[src/sv/pvlb_pkg.sv]
// Package for the presence variance leaky-bucket core.
// Beat structs, configuration register indexes, reset values and parameter defaults.
// No dependencies.
`default_nettype none

package pvlb_pkg;

    // Parameter defaults
    localparam int WINDOW_LENGTH_DEF = 10;
    localparam int SAMPLE_WIDTH_DEF  = 10;
    localparam int COUNT_WIDTH_DEF   = 10;

    // Fixed field widths of the beats
    localparam int ENERGY_W  = 10;
    localparam int PRES_W    = 2;
    localparam int WSUM_W    = 14;
    localparam int VAR_W     = 25;

    // Configuration port
    localparam int CFG_IDX_W   = 3;
    localparam int CFG_DATA_W  = 16;
    localparam int LEVEL_W     = 10;
    localparam int LIMIT_W     = 16;
    localparam int FRAMES_W    = 10;

    localparam logic [CFG_IDX_W-1:0] CFG_NEAR_FIELD  = 3'd0;
    localparam logic [CFG_IDX_W-1:0] CFG_TRIGGER     = 3'd1;
    localparam logic [CFG_IDX_W-1:0] CFG_MAINTAIN    = 3'd2;
    localparam logic [CFG_IDX_W-1:0] CFG_MOTION_VAR  = 3'd3;
    localparam logic [CFG_IDX_W-1:0] CFG_FIDGET_VAR  = 3'd4;
    localparam logic [CFG_IDX_W-1:0] CFG_ENTRY_FRM   = 3'd5;
    localparam logic [CFG_IDX_W-1:0] CFG_EXIT_FRM    = 3'd6;

    // Register reset values
    localparam logic                RST_NEAR_FIELD = 1'b1;
    localparam logic [LEVEL_W-1:0]  RST_TRIGGER    = 10'd400;
    localparam logic [LEVEL_W-1:0]  RST_MAINTAIN   = 10'd400;
    localparam logic [LIMIT_W-1:0]  RST_MOTION_VAR = 16'd96;
    localparam logic [LIMIT_W-1:0]  RST_FIDGET_VAR = 16'd2560;
    localparam logic [FRAMES_W-1:0] RST_ENTRY_FRM  = 10'd100;
    localparam logic [FRAMES_W-1:0] RST_EXIT_FRM   = 10'd300;

    // Input beat
    typedef struct packed {
        logic                mode;
        logic [ENERGY_W-1:0] energy_sample;
    } t_in_beat;

    // Result beat
    typedef struct packed {
        logic              window_full;
        logic [PRES_W-1:0] presence_state;
        logic              state_changed;
        logic [WSUM_W-1:0] window_sum;
        logic [VAR_W-1:0]  variance_scaled;
    } t_out_beat;

endpackage

`default_nettype wire

[src/sv/pvlb_window.sv]
// Sample ring with running sum and running sum of squares.
// Depends on pvlb_pkg for parameter defaults.
`default_nettype none

module pvlb_window import pvlb_pkg::*; #(
    parameter int WINDOW_LENGTH = WINDOW_LENGTH_DEF,
    parameter int SAMPLE_WIDTH  = SAMPLE_WIDTH_DEF,
    localparam int AW    = (WINDOW_LENGTH > 1) ? $clog2(WINDOW_LENGTH) : 1,
    localparam int FILLW = $clog2(WINDOW_LENGTH + 1),
    localparam int SUMW  = SAMPLE_WIDTH + $clog2(WINDOW_LENGTH),
    localparam int SQW   = 2 * SAMPLE_WIDTH + $clog2(WINDOW_LENGTH)
) (
    input  wire logic                    i_clk,
    input  wire logic                    i_rst_n,
    input  wire logic                    i_ld,
    input  wire logic                    i_clr,
    input  wire logic [SAMPLE_WIDTH-1:0] i_sample,
    output logic                         o_full,
    output logic [SUMW-1:0]              o_sum,
    output logic [SQW-1:0]               o_sq
);

    localparam int SQ1W = 2 * SAMPLE_WIDTH;

    logic [SAMPLE_WIDTH-1:0] r_ring [WINDOW_LENGTH];
    logic [AW-1:0]           r_wpos, n_wpos;
    logic [FILLW-1:0]        r_fill, n_fill;
    logic [SUMW-1:0]         r_sum, n_sum;
    logic [SQW-1:0]          r_sq, n_sq;

    logic                    full;
    logic [SAMPLE_WIDTH-1:0] old;
    logic [SQ1W-1:0]         old_sq, new_sq;

    // Oldest sample leaves the sums only once the ring is full
    assign full   = (r_fill == FILLW'(WINDOW_LENGTH));
    assign old    = full ? r_ring[r_wpos] : '0;
    assign old_sq = SQ1W'(old) * SQ1W'(old);
    assign new_sq = SQ1W'(i_sample) * SQ1W'(i_sample);

    always_comb begin
        n_sum  = r_sum - SUMW'(old) + SUMW'(i_sample);
        n_sq   = r_sq - SQW'(old_sq) + SQW'(new_sq);
        n_wpos = (r_wpos == AW'(WINDOW_LENGTH - 1)) ? '0 : r_wpos + 1'b1;
        n_fill = full ? r_fill : r_fill + 1'b1;
    end

    // Ring storage, no reset: an entry is read only after it was written
    always_ff @(posedge i_clk) begin
        if (i_ld && !i_clr) begin
            r_ring[r_wpos] <= i_sample;
        end
    end

    // Position, fill and sums
    always_ff @(posedge i_clk) begin
        if (!i_rst_n) begin
            r_wpos <= '0;
            r_fill <= '0;
            r_sum  <= '0;
            r_sq   <= '0;
        end else if (i_ld) begin
            if (i_clr) begin
                r_wpos <= '0;
                r_fill <= '0;
                r_sum  <= '0;
                r_sq   <= '0;
            end else begin
                r_wpos <= n_wpos;
                r_fill <= n_fill;
                r_sum  <= n_sum;
                r_sq   <= n_sq;
            end
        end
    end

    // The sums describe the beat last loaded, which is what the next stage takes
    assign o_full = full;
    assign o_sum  = r_sum;
    assign o_sq   = r_sq;

endmodule

`default_nettype wire

[src/sv/presence_variance_leaky_bucket_fsm_core.sv]
// Top level of the presence variance leaky-bucket core.
// The input beat is registered, then passes the window, variance and judge stages to the result.
// Throughput: one beat per cycle; the running-sum update and the presence state
// machine each close a single-cycle loop, and a stalled output blocks only once
// the three pipeline registers ahead of it are full.
// Reset: synchronous, active low; clears pipeline valids, sums, counters, state,
// and loads register defaults. The sample ring is not cleared.
`default_nettype none

module presence_variance_leaky_bucket_fsm_core import pvlb_pkg::*; #(
    parameter int WINDOW_LENGTH = WINDOW_LENGTH_DEF,
    parameter int SAMPLE_WIDTH  = SAMPLE_WIDTH_DEF,
    parameter int COUNT_WIDTH   = COUNT_WIDTH_DEF
) (
    input  wire logic                  i_clk,
    input  wire logic                  i_rst_n,
    // input channel
    input  wire logic                  i_in_valid,
    output logic                       o_in_ready,
    input  wire t_in_beat              i_in_data,
    // result channel
    output logic                       o_out_valid,
    input  wire logic                  i_out_ready,
    output t_out_beat                  o_out_data,
    // configuration writes
    input  wire logic                  i_cfg_we,
    input  wire logic [CFG_IDX_W-1:0]  i_cfg_index,
    input  wire logic [CFG_DATA_W-1:0] i_cfg_data
);

    localparam int SUMW = SAMPLE_WIDTH + $clog2(WINDOW_LENGTH);
    localparam int SQW  = 2 * SAMPLE_WIDTH + $clog2(WINDOW_LENGTH);
    localparam int VW   = 2 * SAMPLE_WIDTH + 2 * $clog2(WINDOW_LENGTH);
    localparam int NN   = WINDOW_LENGTH * WINDOW_LENGTH;
    localparam int CMPW = (COUNT_WIDTH > FRAMES_W) ? COUNT_WIDTH : FRAMES_W;

    typedef enum logic [PRES_W-1:0] {
        ST_AWAY   = 2'd0,
        ST_NORMAL = 2'd1,
        ST_FIDGET = 2'd2
    } t_pres_state;

    // ------------------------------------------------------------------
    // Configuration registers
    // ------------------------------------------------------------------
    logic                r_near_field;
    logic [LEVEL_W-1:0]  r_trigger, r_maintain;
    logic [LIMIT_W-1:0]  r_motion_var, r_fidget_var;
    logic [FRAMES_W-1:0] r_entry_frm, r_exit_frm;

    always_ff @(posedge i_clk) begin
        if (!i_rst_n) begin
            r_near_field <= RST_NEAR_FIELD;
            r_trigger    <= RST_TRIGGER;
            r_maintain   <= RST_MAINTAIN;
            r_motion_var <= RST_MOTION_VAR;
            r_fidget_var <= RST_FIDGET_VAR;
            r_entry_frm  <= RST_ENTRY_FRM;
            r_exit_frm   <= RST_EXIT_FRM;
        end else if (i_cfg_we) begin
            case (i_cfg_index)
                CFG_NEAR_FIELD: r_near_field <= i_cfg_data[0];
                CFG_TRIGGER:    r_trigger    <= i_cfg_data[LEVEL_W-1:0];
                CFG_MAINTAIN:   r_maintain   <= i_cfg_data[LEVEL_W-1:0];
                CFG_MOTION_VAR: r_motion_var <= i_cfg_data[LIMIT_W-1:0];
                CFG_FIDGET_VAR: r_fidget_var <= i_cfg_data[LIMIT_W-1:0];
                CFG_ENTRY_FRM:  r_entry_frm  <= i_cfg_data[FRAMES_W-1:0];
                CFG_EXIT_FRM:   r_exit_frm   <= i_cfg_data[FRAMES_W-1:0];
                default: ;
            endcase
        end
    end

    // ------------------------------------------------------------------
    // Pipeline handshake: each stage loads when empty or moving on
    // ------------------------------------------------------------------
    logic r_v0, r_va, r_vb;
    logic rdy_o, rdy_b, rdy_a;
    logic ld_a, ld_b, ld_c;

    assign rdy_o      = !o_out_valid || i_out_ready;
    assign ld_c       = r_vb && rdy_o;
    assign rdy_b      = !r_vb || rdy_o;
    assign ld_b       = r_va && rdy_b;
    assign rdy_a      = !r_va || rdy_b;
    assign ld_a       = r_v0 && rdy_a;
    assign o_in_ready = !r_v0 || rdy_a;

    always_ff @(posedge i_clk) begin
        if (!i_rst_n) begin
            r_v0 <= 1'b0;
            r_va <= 1'b0;
            r_vb <= 1'b0;
        end else begin
            if (o_in_ready) r_v0 <= i_in_valid;
            if (rdy_a)      r_va <= r_v0;
            if (rdy_b)      r_vb <= r_va;
        end
    end

    // Input register
    t_in_beat r_in;

    always_ff @(posedge i_clk) begin
        if (o_in_ready && i_in_valid) begin
            r_in <= i_in_data;
        end
    end

    // ------------------------------------------------------------------
    // Stage A: ring and running sums
    // ------------------------------------------------------------------
    logic            a_full;
    logic [SUMW-1:0] a_sum;
    logic [SQW-1:0]  a_sq;
    logic            r_a_clr;

    pvlb_window #(
        .WINDOW_LENGTH (WINDOW_LENGTH),
        .SAMPLE_WIDTH  (SAMPLE_WIDTH)
    ) u_window (
        .i_clk    (i_clk),
        .i_rst_n  (i_rst_n),
        .i_ld     (ld_a),
        .i_clr    (r_in.mode),
        .i_sample (SAMPLE_WIDTH'(r_in.energy_sample)),
        .o_full   (a_full),
        .o_sum    (a_sum),
        .o_sq     (a_sq)
    );

    always_ff @(posedge i_clk) begin
        if (ld_a) begin
            r_a_clr <= r_in.mode;
        end
    end

    // ------------------------------------------------------------------
    // Stage B: scaled variance V = N*Q - S*S
    // ------------------------------------------------------------------
    logic [VW-1:0]   n_b_v;
    logic [VW-1:0]   r_b_v;
    logic [SUMW-1:0] r_b_s;
    logic            r_b_full, r_b_clr;

    assign n_b_v = VW'(a_sq) * VW'(WINDOW_LENGTH) - VW'(a_sum) * VW'(a_sum);

    always_ff @(posedge i_clk) begin
        if (ld_b) begin
            r_b_v    <= n_b_v;
            r_b_s    <= a_sum;
            r_b_full <= a_full && !r_a_clr;
            r_b_clr  <= r_a_clr;
        end
    end

    // ------------------------------------------------------------------
    // Stage C: judgement and presence state machine
    // ------------------------------------------------------------------
    logic [VW-1:0] th_motion, th_fidget, th_trig, th_maint, s_ext;
    logic          cond_in, cond_out;

    // Thresholds scaled by N and N*N
    assign th_motion = VW'(r_motion_var) * VW'(NN);
    assign th_fidget = VW'(r_fidget_var) * VW'(NN);
    assign th_trig   = VW'(r_trigger) * VW'(WINDOW_LENGTH);
    assign th_maint  = VW'(r_maintain) * VW'(WINDOW_LENGTH);
    assign s_ext     = VW'(r_b_s);

    always_comb begin
        if (r_near_field) begin
            cond_in  = r_b_v > th_motion;
            cond_out = r_b_v < th_motion;
        end else begin
            cond_in  = s_ext > th_trig;
            cond_out = (s_ext < th_maint) && (r_b_v < th_motion);
        end
    end

    t_pres_state            r_pres, n_pres, r_prev, n_prev;
    logic [COUNT_WIDTH-1:0] r_credit, n_credit, r_exit, n_exit;
    logic [COUNT_WIDTH-1:0] credit_step, exit_step;
    t_out_beat              r_out, n_out;
    logic                   r_out_valid, n_out_valid;

    always_comb begin
        n_pres      = r_pres;
        n_prev      = r_prev;
        n_credit    = r_credit;
        n_exit      = r_exit;
        n_out       = r_out;
        n_out_valid = r_out_valid;
        credit_step = r_credit;
        exit_step   = r_exit;

        if (o_out_valid && i_out_ready) begin
            n_out_valid = 1'b0;
        end

        if (ld_c) begin
            n_out_valid = 1'b1;
            if (r_b_clr) begin
                // clear beat: everything back to away, result all zero
                n_pres   = ST_AWAY;
                n_prev   = ST_AWAY;
                n_credit = '0;
                n_exit   = '0;
                n_out    = '0;
            end else if (!r_b_full) begin
                // window still filling: report the state as it stands
                n_out                = '0;
                n_out.presence_state = r_pres;
            end else begin
                if (r_pres == ST_AWAY) begin
                    // leaky-bucket entry credit, saturating both ways
                    if (cond_in) begin
                        credit_step = (r_credit != '1) ? r_credit + 1'b1 : r_credit;
                    end else begin
                        credit_step = (r_credit != '0) ? r_credit - 1'b1 : r_credit;
                    end
                    if (CMPW'(credit_step) >= CMPW'(r_entry_frm)) begin
                        n_pres   = ST_NORMAL;
                        n_credit = '0;
                    end else begin
                        n_credit = credit_step;
                    end
                end else begin
                    // exit count restarts on any break in the quiet run
                    if (cond_out) begin
                        exit_step = (r_exit != '1) ? r_exit + 1'b1 : r_exit;
                    end else begin
                        exit_step = '0;
                    end
                    if (CMPW'(exit_step) >= CMPW'(r_exit_frm)) begin
                        n_pres = ST_AWAY;
                        n_exit = '0;
                    end else begin
                        n_exit = exit_step;
                        n_pres = (r_b_v > th_fidget) ? ST_FIDGET : ST_NORMAL;
                    end
                end
                n_prev                = n_pres;
                n_out.window_full     = 1'b1;
                n_out.presence_state  = n_pres;
                n_out.state_changed   = (n_pres != r_prev);
                n_out.window_sum      = WSUM_W'(r_b_s);
                n_out.variance_scaled = VAR_W'(r_b_v);
            end
        end
    end

    always_ff @(posedge i_clk) begin
        if (!i_rst_n) begin
            r_pres      <= ST_AWAY;
            r_prev      <= ST_AWAY;
            r_credit    <= '0;
            r_exit      <= '0;
            r_out_valid <= 1'b0;
        end else begin
            r_pres      <= n_pres;
            r_prev      <= n_prev;
            r_credit    <= n_credit;
            r_exit      <= n_exit;
            r_out_valid <= n_out_valid;
            r_out       <= n_out;
        end
    end

    assign o_out_valid = r_out_valid;
    assign o_out_data  = r_out;

`ifndef SYNTHESIS
    // Entry credit builds only while away
    a_credit_away: assert property (@(posedge i_clk) disable iff (!i_rst_n)
        (r_pres != ST_AWAY) |-> (r_credit == '0))
        else $error("entry credit nonzero outside away");

    // Exit count runs only while present
    a_exit_present: assert property (@(posedge i_clk) disable iff (!i_rst_n)
        (r_pres == ST_AWAY) |-> (r_exit == '0))
        else $error("exit count nonzero while away");

    // Presence moves only on a judged or clear beat
    a_pres_hold: assert property (@(posedge i_clk) disable iff (!i_rst_n)
        (!ld_c || (!r_b_clr && !r_b_full)) |=> $stable(r_pres))
        else $error("presence changed without a judgement");

    // An unjudged result carries no statistics and no change flag
    a_unjudged_zero: assert property (@(posedge i_clk) disable iff (!i_rst_n)
        (o_out_valid && !o_out_data.window_full) |->
        (!o_out_data.state_changed && o_out_data.window_sum == '0 &&
         o_out_data.variance_scaled == '0))
        else $error("unjudged result carries statistics");
`endif

endmodule

`default_nettype wire
[config.mk]
export PLATFORM = sky130hd
export DESIGN_NAME = presence_variance_leaky_bucket_fsm_core
export DESIGN_NICKNAME = d
export VERILOG_FILES = /design/src/sv/pvlb_pkg.sv /design/src/sv/pvlb_window.sv /design/src/sv/presence_variance_leaky_bucket_fsm_core.sv
export SDC_FILE = /design/constraint.sdc
export NUM_CORES = 2
export LEC_CHECK = 0
export BUFFER_PORTS_ARGS = -buffer_cell sky130_fd_sc_hd__buf_2
export CELL_PAD_IN_SITES_DETAIL_PLACEMENT = 0
export CELL_PAD_IN_SITES_GLOBAL_PLACEMENT = 1
export CORE_ASPECT_RATIO = 1.75
export CORE_MARGIN = 8
export CORE_UTILIZATION = 46
export CTS_CLUSTER_DIAMETER = 60
export DETAILED_ROUTE_END_ITERATION = 6
export PLACE_DENSITY = 0.81
export SLEW_MARGIN = 20
export SYNTH_ARGS = -nofsm -noshare
export SYNTH_HDL_FRONTEND = slang
export SYNTH_SLANG_ARGS = --single-unit
[constraint.sdc]
create_clock -name i_clk -period 8.25 [get_ports i_clk]
set_input_delay 1.2375 -clock i_clk [delete_from_list [all_inputs] [get_ports i_clk]]
set_output_delay 1.2375 -clock i_clk [all_outputs]
set_load 0.1 [all_outputs]
==> flow_metrics.tcl <==
set metrics [dict create \
    status "complete, no violations" \
    r2r_end "r_b_v[27]" \
    globalplace.congestion 0.890 \
    max_capacitance_violation_count 0 \
    worst_setup_path_startpoint "u_window.o_sq[3]" \
    numClockSinks 348 \
    fin_util_pct 51.3 \
    insertion_delay_ps 590 \
    tritoncts "done" \
    cts.clk_slew.worst_paths_ps 60 \
    synth.cell_area_sq_um 34300 \
    die-height_um 377 \
    vdd.ir_drop.worst_mv 0.501 \
    p_total_mw 12.0 \
    final_period_minus_worst_setup_slack_ps 7920 \
    synth_cells 3566 \
    final_layout_size_suffix_gt1_share_pct 9.34 \
    design.core.area_sq_um 74000 \
    cts-root-to-sink-buffers 3 \
    cts_root_buffer "sky130_fd_sc_hd__clkbuf_16" \
    maxSlewHeadroom_pct 25.4 \
    yosysSeqAreaShare_pct 26.1 \
    fp.dieW_um 223 \
    route.detailed.drc 0 \
    route.detailed.vias_per_inst 5.32 \
    layout_commonest_cell "sky130_fd_sc_hd__inv_1" \
    synth_area_per_cell_sq_um 9.63 \
    length_of_the_first_detailed_routing_pass_in_iterations 5 \
    grt_antenna_before_repair 0 \
    report.final.hold_viol_count 0 \
    worstSetupPathType "flop to flop" \
    reg2reg_slack_ps 330 \
    crit_reg_reg_startpoint "u_window.o_sq[3]" \
    startpoint_type "flop" \
    initial_core_utilization_pct 46.4 \
    wl_mm 85.5 \
    syn-num-nets 4426 \
    critical_path.slowest_cell "sky130_fd_sc_hd__fa_1" \
    synth_enable_flop_cells 199 \
    cts-hold-fix-buffers 0 \
    synth_cell_types 78 \
    drt-wirelength-per-cell_um 18.2 \
    startpoint_of_the_most_critical_hold_path "r_a_clr" \
    floorplan.io_pins 80 \
    relative_area_change_from_synthesis_to_final_layout_pct 10.5 \
    cell_count_final_fillers_out 4686 \
    worstPathRequired_ps 8550 \
    drt_first_iter_violations 902 \
    cts_buffers 40 \
    placed_cells_incl_taps 4604 \
    setup_repair_after_global_routing_missed_its_margin "yes" \
    most_used_cell_along_the_critical_path "sky130_fd_sc_hd__inv_1" \
    rows 132 \
    dp_hpwl_mm 70.0 \
    route.vias.total 24900 \
    rr_worst_depth 32 \
    totalNegativeSetupSlack_ps 0 \
    timing.hold.worst_endpoint "r_b_clr" \
    drt.antenna.violating_nets 0 \
    yosys_most_used_dff "sky130_fd_sc_hd__edfxtp_1" \
    ys_seq_elements 348 \
    finClkSkew_ps 27.4 \
    max_clock_freq_mhz 126 \
    setup_slack_ps 329 \
    post-place-ws_ps -57.9 \
    fin_nets 4577 \
    power.density_cell_area_nw_per_um2 317 \
    first_pass_grt_wire_length_mm 137 \
    fin_crit_sh_pct 96.0 \
    place.port_buffers 79 \
    critPathArrivalTime_ps 8230 \
    grt.total_usage_pct 20.5 \
    hold_path.class "flop to flop" \
    hold_path_depth 0 \
    htreeDepth 2 \
    max_slew.worst_pin.slew_ps 1110 \
    synthesis.yosys.warnings 0 \
    drv_slew 0 \
    power_leakage_nw 18.0 \
    crit_path_max_incr_delay_ps 520 \
    first_global_vias 26400 \
    gr-total-overflow 0 \
    n_antenna_cell 0 \
    timing.critical_path.to_type "flop" \
    die_area_sq_um 84000 \
    synth_async_sr_flop_share_pct 0 \
    setup_violations 0 \
    grt_max_degree 60 \
    most-common-layout-cells "sky130_fd_sc_hd__inv_1 (679), sky130_fd_sc_hd__ha_1 (485), sky130_fd_sc_hd__fa_1 (336)" \
    cp_max_fo 3 \
]
==> stage by stage <==
step | hold WS [ps] | instance area [sq um]
after floorplan | 424 | 34300
after global placement | 435 | 36500
after detailed placement | 438 | 36500
after CTS | 445 | 37800
after global routing | 463 | 37900
final | 447 | 37900
==> synthesized netlist by cell type, drive strengths merged, types with 7 or more instances <==
library cell / instances / share of area [%]
edfxtp: 199 / 17
buf: 15 / 0.20
or3: 33 / 0.60
a211oi: 12 / 0.26
mux2: 12 / 0.39
nor4: 7 / 0.17
nor3b: 10 / 0.22
and2: 88 / 1.6
xor2: 67 / 1.7
or2: 17 / 0.32
nand4: 18 / 0.33
nand3: 57 / 0.83
o21a: 19 / 0.42
a21oi: 196 / 2.9
mux2i: 20 / 0.58
nor2b: 28 / 0.51
dfxtp: 149 / 8.7
nand2: 318 / 3.5
o21ai: 104 / 1.5
a21o: 61 / 1.3
inv: 680 / 7.4
o211ai: 19 / 0.42
mux4: 20 / 1.3
a22oi: 15 / 0.33
nor3: 43 / 0.63
clkbuf: 77 / 0.84
ha: 485 / 18
xnor2: 81 / 2.1
nand2b: 29 / 0.53
o21bai: 18 / 0.39
fa: 340 / 20
and3: 11 / 0.20
a31oi: 19 / 0.35
nand3b: 7 / 0.15
nor2: 211 / 2.3
==> timing repair <==
item	4_1_cts	5_1_grt
pin swaps	1	14
endpoints found under the hold margin	0	0
gates resized for setup	3	31
endpoints found under the setup margin	1	31
cloned	0	1
buffers inserted	0	8
==> layout make-up <==
type | count | area (sq um)
Sequential cell | 348 | 8960
Inverter | 681 | 2560
Clock inverter | 21 | 159
Tap cell | 938 | 1170
Fill cell | 6924 | 36000
Clock buffer | 52 | 1120
Timing Repair Buffer | 201 | 1350
Multi-Input combinational cell | 2445 | 22600
==> per-layer routing <==
layer | vias to the layer above | share of wire, % | global-route usage (%)
met5 | - | 0 | 0
met4 | 0 | 5.2 | 10.0
met3 | 187 | 2.5 | 1.79
met2 | 431 | 57 | 41.9
met1 | 12300 | 35 | 20.1
li1 | 12000 | - | -
==> report_power, final <==
part           internal, mW  switching (mW)
clock network         0.975           0.786
registers              2.06           0.143
logic                  3.69            4.37
total                  6.72            5.30
==> sequential cells by signal (all words and copies together), names as in the netlist, 2 cells and up, named ones only <==
signal	count
r_b_v	28
u_window.r_wpos	4
u_window.r_fill	4
r_exit	10
r_fidget_var	16
r_maintain	10
o_out_data	43
u_window.r_ring	100
r_exit_frm	10
r_b_s	14
u_window.o_sq	24
r_trigger	10
r_entry_frm	10
r_motion_var	16
r_prev	2
r_credit	10
r_in	11
u_window.o_sum	14
==> worst max path at each step <==
stage	to	slack, ps	cells past startpoint
final	r_b_v[27]	330	32
after global routing	u_window.o_sq[20]	-10	29
after CTS	r_b_v[27]	7	35
after detailed placement	r_b_v[27]	-60	34
after global placement	r_b_v[27]	10	31
after floorplan	u_window.o_sq[23]	60	30
==> cell families (layout without fill, tap and decap cells) <==
group	Yosys count	after routing	share of synthesized area (%)
and+or+nand+nor	889	889	12.2
DFF	348	348	26.1
xor gates and xnor gates	148	148	3.78
AOI/OAI and AO/OA	531	531	9.68
muxes	52	52	2.29
buffers and inverters	773	955	8.49
adders and majority gates	825	825	37.5
==> critical path, delay by kind of cell (launching register included) <==
kind                       cells  cell delay [ps]
xor gates and xnor gates       2              390
DFF                            1              320
buffers and inverters          7              590
AOI/OAI and AO/OA              7             1360
adders and majority gates      9             3700
and+or+nand+nor                7             1250
(Power assumes the default switching activity.)
